### config.mk
export PLATFORM = sky130hd
export DESIGN_NAME = base64_stream_encoder_flat
export DESIGN_NICKNAME = d
export VERILOG_FILES = /design/src/rtl/b64e_pkg.sv /design/src/rtl/b64e_in_if.sv /design/src/rtl/b64e_out_if.sv /design/src/rtl/b64e_front.sv /design/src/rtl/b64e_fifo.sv /design/src/rtl/b64e_back.sv /design/src/rtl/base64_stream_encoder.sv /design/src/flat_wrapper.sv
export SDC_FILE = /design/constraint.sdc
export NUM_CORES = 1
export LEC_CHECK = 0
export ABC_AREA = 1
export BUFFER_PORTS_ARGS = -buffer_cell sky130_fd_sc_hd__buf_4
export CAP_MARGIN = 0
export CELL_PAD_IN_SITES_DETAIL_PLACEMENT = 0
export CELL_PAD_IN_SITES_GLOBAL_PLACEMENT = 2
export CORE_MARGIN = 2
export CORE_UTILIZATION = 37
export DETAILED_ROUTE_END_ITERATION = 10
export GPL_ROUTABILITY_DRIVEN = 0
export PLACE_DENSITY = 0.86
export SYNTH_ARGS = -nofsm -noshare
export SYNTH_HDL_FRONTEND = slang
export SYNTH_SLANG_ARGS = --single-unit
### constraint.sdc
create_clock -name clk -period 5.65 [get_ports clk]
set_clock_uncertainty 0.15 [all_clocks]
set_input_delay 0.8475 -clock clk [delete_from_list [all_inputs] [get_ports clk]]
set_output_delay 0.8475 -clock clk [all_outputs]
set_load 0.05 [all_outputs]
### src/rtl/b64e_pkg.sv
// shared types, register indexes and the base64 alphabet for the stream encoder
package b64e_pkg;

	localparam int unsigned LC_W     = 10;
	localparam int unsigned CAP_W    = 32;
	localparam int unsigned COL_W    = 11;
	localparam int unsigned CFG_IDX_W = 1;

	localparam logic [CFG_IDX_W-1:0] REG_LINE_COLUMNS    = 1'b0;
	localparam logic [CFG_IDX_W-1:0] REG_OUTPUT_CAPACITY = 1'b1;

	localparam logic [LC_W-1:0]  LINE_COLUMNS_RST    = 10'd76;
	localparam logic [CAP_W-1:0] OUTPUT_CAPACITY_RST = 32'hFFFF_FFFF;

	localparam logic [7:0] NL_CHAR  = 8'h0A;
	localparam logic [7:0] PAD_CHAR = 8'h3D;
	localparam logic [COL_W-1:0] COL_MAX = 11'd2047;

	// one queue entry: the characters that one input beat causes
	typedef struct packed {
		logic [23:0] word;
		logic        has_grp;
		logic [1:0]  pads;
		logic        has_nl;
		logic        last;
	} cmd_t;

	function automatic logic [7:0] sextet_char(input logic [5:0] s);
		logic [7:0] c;
		if (s < 6'd26) begin
			c = 8'h41 + {2'b00, s};
		end else if (s < 6'd52) begin
			c = 8'h61 + {2'b00, s} - 8'd26;
		end else if (s < 6'd62) begin
			c = 8'h30 + {2'b00, s} - 8'd52;
		end else if (s == 6'd62) begin
			c = 8'h2B;
		end else begin
			c = 8'h2F;
		end
		return c;
	endfunction

endpackage

### src/rtl/b64e_in_if.sv
// input channel: one raw source byte per beat
interface b64e_in_if;
	logic       valid;
	logic       ready;
	logic [7:0] data_byte;
	logic       last_byte;

	modport source(output valid, output data_byte, output last_byte, input ready);
	modport sink(input valid, input data_byte, input last_byte, output ready);
endinterface

### src/rtl/b64e_out_if.sv
// output channel: one encoded character per beat
interface b64e_out_if;
	logic       valid;
	logic       ready;
	logic [7:0] out_char;
	logic       run_end;
	logic       stream_end;

	modport source(output valid, output out_char, output run_end, output stream_end,
		input ready);
	modport sink(input valid, input out_char, input run_end, input stream_end,
		output ready);
endinterface

### src/rtl/b64e_front.sv
// front end: accepts source bytes, tracks group, line and capacity state, issues commands
module b64e_front (
	input  logic                        clk,
	input  logic                        arst_n,
	b64e_in_if.sink                     in_ch,
	input  logic [b64e_pkg::LC_W-1:0]   line_columns,
	input  logic [b64e_pkg::CAP_W-1:0]  output_capacity,
	input  logic                        q_full,
	output logic                        q_push,
	output b64e_pkg::cmd_t              q_cmd
);
	import b64e_pkg::*;

	logic [15:0]      pending_q;
	logic [1:0]       fill_q;
	logic [COL_W-1:0] col_q;
	logic [CAP_W-1:0] chars_q;

	logic             accept;
	logic [CAP_W:0]   room;
	logic             room_neg;
	logic             ge2, ge4, ge5, ge6;
	logic             lc_on, take, grp, pad, nl_grp, nl_fin, adv;
	logic [COL_W:0]   col_sum;
	logic [COL_W-1:0] col_sat, col1;
	logic [15:0]      pending1;
	logic [1:0]       fill1;
	logic [CAP_W-1:0] chars_next;

	assign in_ch.ready = !q_full;
	assign accept      = in_ch.valid && in_ch.ready;

	// headroom left in the destination, negative when already past capacity
	assign room     = {1'b0, output_capacity} - {1'b0, chars_q};
	assign room_neg = room[CAP_W];
	assign ge2      = !room_neg && (room[CAP_W-1:0] >= 32'd2);
	assign ge4      = !room_neg && (room[CAP_W-1:0] >= 32'd4);
	assign ge5      = !room_neg && (room[CAP_W-1:0] >= 32'd5);
	assign ge6      = !room_neg && (room[CAP_W-1:0] >= 32'd6);

	assign lc_on   = line_columns != '0;
	assign take    = ge4;
	assign grp     = take && (fill_q == 2'd2);
	assign col_sum = {1'b0, col_q} + 12'd4;
	assign col_sat = col_sum[COL_W] ? COL_MAX : col_sum[COL_W-1:0];
	assign nl_grp  = grp && lc_on && (col_sat >= {1'b0, line_columns}) && ge5;

	always_comb begin
		col1     = col_q;
		pending1 = pending_q;
		fill1    = fill_q;
		if (grp) begin
			pending1 = '0;
			fill1    = 2'd0;
			if (lc_on) begin
				col1 = nl_grp ? '0 : col_sat;
			end
		end else if (take) begin
			pending1 = {pending_q[7:0], in_ch.data_byte};
			fill1    = fill_q + 2'd1;
		end
	end

	assign pad    = in_ch.last_byte && !grp && (fill1 != 2'd0) && take;
	assign adv    = grp || pad;
	assign nl_fin = in_ch.last_byte && lc_on && ((col1 != '0) || (fill1 != 2'd0)) &&
		(adv ? ge6 : ge2);

	assign chars_next = chars_q + (adv ? 32'd4 : 32'd0) + {31'd0, nl_grp};

	always_comb begin
		q_cmd.has_grp = adv;
		q_cmd.has_nl  = nl_grp || nl_fin;
		q_cmd.last    = in_ch.last_byte;
		q_cmd.pads    = 2'd0;
		if (grp) begin
			q_cmd.word = {pending_q, in_ch.data_byte};
		end else if (fill1 == 2'd1) begin
			q_cmd.word = {pending1[7:0], 16'd0};
		end else begin
			q_cmd.word = {pending1, 8'd0};
		end
		if (pad) begin
			q_cmd.pads = (fill1 == 2'd1) ? 2'd2 : 2'd1;
		end
	end

	assign q_push = accept && (q_cmd.has_grp || q_cmd.has_nl);

	always_ff @(posedge clk or negedge arst_n) begin
		if (!arst_n) begin
			pending_q <= '0;
			fill_q    <= '0;
			col_q     <= '0;
			chars_q   <= '0;
		end else if (accept) begin
			if (in_ch.last_byte) begin
				pending_q <= '0;
				fill_q    <= '0;
				col_q     <= '0;
				chars_q   <= '0;
			end else begin
				pending_q <= pending1;
				fill_q    <= fill1;
				col_q     <= col1;
				chars_q   <= chars_next;
			end
		end
	end

endmodule

### src/rtl/b64e_fifo.sv
// short command queue between front and back
module b64e_fifo #(
	parameter int unsigned DEPTH = 2
) (
	input  logic           clk,
	input  logic           arst_n,
	input  logic           push,
	input  b64e_pkg::cmd_t push_cmd,
	output logic           full,
	input  logic           pop,
	output b64e_pkg::cmd_t head_cmd,
	output logic           empty
);
	import b64e_pkg::*;

	localparam int unsigned PTR_W = (DEPTH > 1) ? $clog2(DEPTH) : 1;
	localparam int unsigned CNT_W = $clog2(DEPTH + 1);
	localparam logic [PTR_W-1:0] PTR_LAST = PTR_W'(DEPTH - 1);
	localparam logic [CNT_W-1:0] CNT_FULL = CNT_W'(DEPTH);

	cmd_t             mem_q [DEPTH];
	logic [PTR_W-1:0] wr_ptr_q, rd_ptr_q;
	logic [CNT_W-1:0] count_q;
	logic             do_push, do_pop;

	assign full     = count_q == CNT_FULL;
	assign empty    = count_q == '0;
	assign do_push  = push && !full;
	assign do_pop   = pop && !empty;
	assign head_cmd = mem_q[rd_ptr_q];

	always_ff @(posedge clk) begin
		if (do_push) begin
			mem_q[wr_ptr_q] <= push_cmd;
		end
	end

	always_ff @(posedge clk or negedge arst_n) begin
		if (!arst_n) begin
			wr_ptr_q <= '0;
			rd_ptr_q <= '0;
			count_q  <= '0;
		end else begin
			if (do_push) begin
				wr_ptr_q <= (wr_ptr_q == PTR_LAST) ? '0 : wr_ptr_q + 1'b1;
			end
			if (do_pop) begin
				rd_ptr_q <= (rd_ptr_q == PTR_LAST) ? '0 : rd_ptr_q + 1'b1;
			end
			unique case ({do_push, do_pop})
				2'b10:   count_q <= count_q + 1'b1;
				2'b01:   count_q <= count_q - 1'b1;
				default: count_q <= count_q;
			endcase
		end
	end

endmodule

### src/rtl/b64e_back.sv
// back end: walks each command one character per cycle into the output register unless stalled
module b64e_back (
	input  logic           clk,
	input  logic           arst_n,
	input  b64e_pkg::cmd_t head_cmd,
	input  logic           q_empty,
	output logic           q_pop,
	b64e_out_if.source     out_ch
);
	import b64e_pkg::*;

	logic [2:0] slot_q;
	logic       out_valid_q;
	logic [7:0] char_q;
	logic       run_end_q, stream_end_q;

	logic [2:0] last_slot;
	logic       fire, final_slot, is_pad;
	logic [1:0] idx;
	logic [5:0] sextet;
	logic [7:0] next_char;

	assign last_slot  = head_cmd.has_grp ? (head_cmd.has_nl ? 3'd4 : 3'd3) : 3'd0;
	assign final_slot = slot_q == last_slot;
	assign fire       = !q_empty && (!out_valid_q || out_ch.ready);
	assign q_pop      = fire && final_slot;
	assign idx        = slot_q[1:0];

	always_comb begin
		unique case (idx)
			2'd0: sextet = head_cmd.word[23:18];
			2'd1: sextet = head_cmd.word[17:12];
			2'd2: sextet = head_cmd.word[11:6];
			2'd3: sextet = head_cmd.word[5:0];
		endcase
	end

	assign is_pad = ((head_cmd.pads == 2'd2) && (idx >= 2'd2)) ||
		((head_cmd.pads == 2'd1) && (idx == 2'd3));

	always_comb begin
		if (head_cmd.has_grp && !slot_q[2]) begin
			next_char = is_pad ? PAD_CHAR : sextet_char(sextet);
		end else begin
			next_char = NL_CHAR;
		end
	end

	always_ff @(posedge clk or negedge arst_n) begin
		if (!arst_n) begin
			slot_q      <= '0;
			out_valid_q <= 1'b0;
		end else begin
			if (fire) begin
				slot_q      <= final_slot ? 3'd0 : slot_q + 3'd1;
				out_valid_q <= 1'b1;
			end else if (out_ch.ready) begin
				out_valid_q <= 1'b0;
			end
		end
	end

	always_ff @(posedge clk) begin
		if (fire) begin
			char_q       <= next_char;
			run_end_q    <= final_slot;
			stream_end_q <= final_slot && head_cmd.last;
		end
	end

	assign out_ch.valid      = out_valid_q;
	assign out_ch.out_char   = char_q;
	assign out_ch.run_end    = run_end_q;
	assign out_ch.stream_end = stream_end_q;

endmodule

### src/rtl/base64_stream_encoder.sv
// top level of the base64 stream encoder: config registers, front, queue and back
//
//  channel  dir  beat                                   handshake
//  in_ch    in   data_byte[8], last_byte                valid/ready
//  out_ch   out  out_char[8], run_end, stream_end       valid/ready
//  cfg      in   cfg_index[1], cfg_data[32]             cfg_wr_en, no wait
//
// the front takes one byte per cycle while the queue has room; the back emits one
// character per cycle unless stalled: a byte gives 0 to 5 chars, 4/3 on average
// reset (arst_n low) clears the stream state, the queue and the output valid and
// loads line_columns 76 and output_capacity all ones
// an output stall fills the queue, then the front stops taking bytes
module base64_stream_encoder #(
	parameter int unsigned QUEUE_DEPTH = 2
) (
	input  logic                            clk,
	input  logic                            arst_n,
	input  logic                            cfg_wr_en,
	input  logic [b64e_pkg::CFG_IDX_W-1:0]  cfg_index,
	input  logic [b64e_pkg::CAP_W-1:0]      cfg_data,
	b64e_in_if.sink                         in_ch,
	b64e_out_if.source                      out_ch
);
	import b64e_pkg::*;

	logic [LC_W-1:0]  line_columns_q;
	logic [CAP_W-1:0] output_capacity_q;

	logic q_full, q_push, q_pop, q_empty;
	cmd_t push_cmd, head_cmd;

	always_ff @(posedge clk or negedge arst_n) begin
		if (!arst_n) begin
			line_columns_q    <= LINE_COLUMNS_RST;
			output_capacity_q <= OUTPUT_CAPACITY_RST;
		end else if (cfg_wr_en) begin
			unique case (cfg_index)
				REG_LINE_COLUMNS:    line_columns_q    <= cfg_data[LC_W-1:0];
				REG_OUTPUT_CAPACITY: output_capacity_q <= cfg_data;
			endcase
		end
	end

	b64e_front u_front (
		.clk             (clk),
		.arst_n          (arst_n),
		.in_ch           (in_ch),
		.line_columns    (line_columns_q),
		.output_capacity (output_capacity_q),
		.q_full          (q_full),
		.q_push          (q_push),
		.q_cmd           (push_cmd)
	);

	b64e_fifo #(
		.DEPTH (QUEUE_DEPTH)
	) u_fifo (
		.clk      (clk),
		.arst_n   (arst_n),
		.push     (q_push),
		.push_cmd (push_cmd),
		.full     (q_full),
		.pop      (q_pop),
		.head_cmd (head_cmd),
		.empty    (q_empty)
	);

	b64e_back u_back (
		.clk      (clk),
		.arst_n   (arst_n),
		.head_cmd (head_cmd),
		.q_empty  (q_empty),
		.q_pop    (q_pop),
		.out_ch   (out_ch)
	);

endmodule
### src/flat_wrapper.sv
// flat-port wrapper written by rule: the top's interface ports become plain ports
module base64_stream_encoder_flat import b64e_pkg::*;
#(
	parameter int unsigned QUEUE_DEPTH = 2
)
  (clk, arst_n, cfg_wr_en, cfg_index, cfg_data, in_ch_valid, in_ch_data_byte, in_ch_last_byte, in_ch_ready, out_ch_valid, out_ch_out_char, out_ch_run_end, out_ch_stream_end, out_ch_ready);
  b64e_in_if in_ch_i ();
  b64e_out_if out_ch_i ();
  input  logic clk;
  input  logic arst_n;
  input  logic cfg_wr_en;
  input  logic [b64e_pkg::CFG_IDX_W-1:0] cfg_index;
  input  logic [b64e_pkg::CAP_W-1:0] cfg_data;
  input wire logic [$bits(in_ch_i.valid)-1:0] in_ch_valid;
  input wire logic [$bits(in_ch_i.data_byte)-1:0] in_ch_data_byte;
  input wire logic [$bits(in_ch_i.last_byte)-1:0] in_ch_last_byte;
  output wire logic [$bits(in_ch_i.ready)-1:0] in_ch_ready;
  output wire logic [$bits(out_ch_i.valid)-1:0] out_ch_valid;
  output wire logic [$bits(out_ch_i.out_char)-1:0] out_ch_out_char;
  output wire logic [$bits(out_ch_i.run_end)-1:0] out_ch_run_end;
  output wire logic [$bits(out_ch_i.stream_end)-1:0] out_ch_stream_end;
  input wire logic [$bits(out_ch_i.ready)-1:0] out_ch_ready;
  assign in_ch_i.valid = in_ch_valid;
  assign in_ch_i.data_byte = in_ch_data_byte;
  assign in_ch_i.last_byte = in_ch_last_byte;
  assign in_ch_ready = in_ch_i.ready;
  assign out_ch_valid = out_ch_i.valid;
  assign out_ch_out_char = out_ch_i.out_char;
  assign out_ch_run_end = out_ch_i.run_end;
  assign out_ch_stream_end = out_ch_i.stream_end;
  assign out_ch_i.ready = out_ch_ready;
  base64_stream_encoder #(.QUEUE_DEPTH(QUEUE_DEPTH)) u_core (.clk(clk), .arst_n(arst_n), .cfg_wr_en(cfg_wr_en), .cfg_index(cfg_index), .cfg_data(cfg_data), .in_ch(in_ch_i), .out_ch(out_ch_i));
endmodule
==> reports/metrics.csv <==
metric,value,unit
crit_type,reg -> reg,
min_to,u_core.u_front.chars_q[20]$_DFFE_PN0P_,
dp.final_hpwl,24.1,mm
antenna_found_initial,0,
final_common_cell,nand2_1,
routed_wl,32.2,mm
clk_latency,0.46,ns
cts_hold_buf,0,
synth.top_cell.area_share,17.4,%
synth_cells,1552,
nNetsFinal,1767,
grt_pass1_vias,9510,
tritoncts,done,
design.die.area,33200,um2
r2r_cells,46,
min_path_type,reg -> reg,
crit_start,u_core.output_capacity_q[4]$_DFFE_PN1P_,
status,"complete, no violations",
ir_drop,0.000213,V
synth_fp_nets,1657,
cpPeakStageDelay,0.54,ns
arrival,5.69,ns
io_pins,59,
power.density,434,nW/um2
post-route-min-period,5.45,ns
setup_tns,0,ns
clock_path_buffers,2,
start_util,37.4,%
timing.rr.start,u_core.output_capacity_q[4]$_DFFE_PN1P_,
worst_path_max_delay_cell,dfstp_2,
relSlewSlack,40.3,%
synth_cell_types,54,
cp-start-kind,register,
cts_made_buffers,17,
route.detailed.drc,0,
ys_ff_latch,179,
ant_nets,0,
die_h,182,um
syn_to_final_growth,19.9,%
vias,10200,
final_cell_mix,"nand2_1 (414), inv_1 (265), buf_4 (114), nor2_1 (113), o21ai_0 (77)",
r2r_slack,0.20,ns
drive_gt1_share,22.1,%
clock-sinks,179,
max_freq,183,MHz
fin_crit_sh,96.5,%
worst_slack,0.199,ns
rsz0062_at_grt,yes,
total_power,6.11,mW
antenna_cells,0,
dp_slack,0.0318,ns
viasPerCell,4.91,
crit_fanout,4,
port_buffers,58,
htreeDepth,4,
grt_max_degree,61,
r2r_end,u_core.u_front.chars_q[29]$_DFFE_PN0P_,
dr.pass1.iters,5,
core-area,31400,um2
timing.critical_path.mode_cell,nand2_1,
maxCapViolations,0,
synth_area,11700,um2
final_max_slew_viol_count,0,
worstPathRequired,5.88,ns
yosys_warnings,0,
overflow,0,
drt_iter0_markers,701,
synth_top_area_cell,edfxtp_1,
root_buffer,clkbuf_16,
routedWlPerCell,15.5,um
yosys-top-cells-area,"edfxtp_1 (17%), dfrtp_1 (16%), nand2_1 (14%)",
crit_path_end_kind,register,
ys_seq_area_share,41.4,%
grt_pass1_wl,51.3,mm
fp.dieW,182,um
setup_violations,0,
hold_depth,1,
clkSlewWorstSetupHoldPaths,0.08,ns
grt_usage,19.8,%
total_leakage_power,6.62,nW
synth.avg_cell_area,7.57,um2
tightest_slew,0.892,ns
finalHoldViolations,0,
hold_start,u_core.u_front.chars_q[20]$_DFFE_PN0P_,
rows,65,
[flip-flops by register name (all words and copies together) (netlist names), 2 cells and up]
register	flops
u_core.u_front.col_q	11
u_core.line_columns_q	10
u_core.output_capacity_q	32
u_core.u_back.slot_q	3
u_core.u_front.pending_q	16
u_core.u_fifo.mem_q	58
u_core.u_fifo.count_q	2
u_core.u_front.fill_q	2
u_core.u_front.chars_q	32
u_core.u_back.out_ch.out_char	8
[cell type report]
type | instances | area (um2)
fill | 3167 | 17300
tap | 402 | 503
timing repair buffer | 117 | 890
sequential | 179 | 4860
clock buffer | 17 | 425
clock inverter | 15 | 188
inverter | 287 | 1080
multi-input combinational | 1060 | 6120
[worst max-delay path by stage]
stage / endpoint / cells past startpoint / slack, ns
global placement: u_core.u_front.chars_q[29]$_DFFE_PN0P_ / 44 / 0.11
detailed placement: u_core.u_front.chars_q[29]$_DFFE_PN0P_ / 44 / 0.03
finish: u_core.u_front.chars_q[29]$_DFFE_PN0P_ / 46 / 0.20
global route: u_core.u_front.chars_q[29]$_DFFE_PN0P_ / 44 / -0.30
CTS: u_core.u_front.chars_q[29]$_DFFE_PN0P_ / 44 / 0.07
floorplan: u_core.u_front.chars_q[29]$_DFFE_PN0P_ / 44 / 0.49
[kinds of logic after synthesis]
family	Yosys count	synth area share, %
AO/OA/AOI/OAI	224	11.3
XOR/XNOR	21	1.57
adder cells (fa/ha/maj)	58	6.24
buffers and inverters	313	10.1
flip-flops	179	41.4
multiplexers	25	2.37
AND/OR/NAND/NOR	732	27.0
[through the flow]
stage	hold slack (ns)	util (%)	cells	area, um2
floorplan	0.283	-	1552	11700
global placement	0.299	41.0	2025	12900
detailed placement	0.309	41.0	2025	12900
CTS	0.320	42.9	2057	13500
global route	0.352	44.8	2077	14100
finish	0.321	44.8	2077	14100
[cell usage after synthesis (all sizes together)]
master / instances
a2111oi: 1
a211oi: 4
a21boi: 1
a21oi: 51
a221oi: 12
a22o: 1
a31oi: 3
a32o: 1
and2: 8
and3: 1
buf: 9
clkbuf: 17
dfrtp: 76
dfstp: 35
edfxtp: 68
fa: 1
ha: 57
inv: 287
mux2: 22
mux2i: 3
nand2: 457
nand3: 65
nand3b: 3
nand4: 21
nor2: 142
nor3: 21
nor3b: 1
nor4: 10
o211ai: 2
o21a: 7
o21ai: 86
o21bai: 3
o22ai: 48
o311ai: 1
o31ai: 3
or2: 3
xnor2: 9
xor2: 12
[power breakdown]
group | switching (mW) | internal (mW)
registers | 0.117 | 1.74
clock network | 0.612 | 0.637
logic | 1.98 | 1.03
total | 2.70 | 3.41
[worst max-delay path, delay by kind of cell (launching register included)]
| family | cells | cell delay (ns) |
|---|---|---|
| compound gates | 1 | 0.16 |
| fa+ha+maj | 2 | 0.57 |
| buf+inv | 2 | 0.12 |
| flops | 1 | 0.54 |
| simple gates | 41 | 3.83 |
[per-layer routing]
metal | share of wire [%] | global-route usage (%) | up-vias | wire [um]
li1 | - | - | 5246 | -
met1 | 51 | 29.9 | 4745 | 16500
met2 | 44 | 29.8 | 187 | 14200
met3 | 3.8 | 3.07 | 23 | 1230
met4 | 0.90 | 4.03 | 0 | 290
met5 | 0 | 0 | - | 0
[what timing repair did]
item | in CTS | in global routing
gates cloned | 0 | 0
pin swaps | 0 | 29
setup endpoints to repair | 1 | 15
buffers inserted | 0 | 20
gates resized for setup | 1 | 127
hold endpoints to repair | 0 | 0
Note: power is estimated with default switching activity, not from simulation.
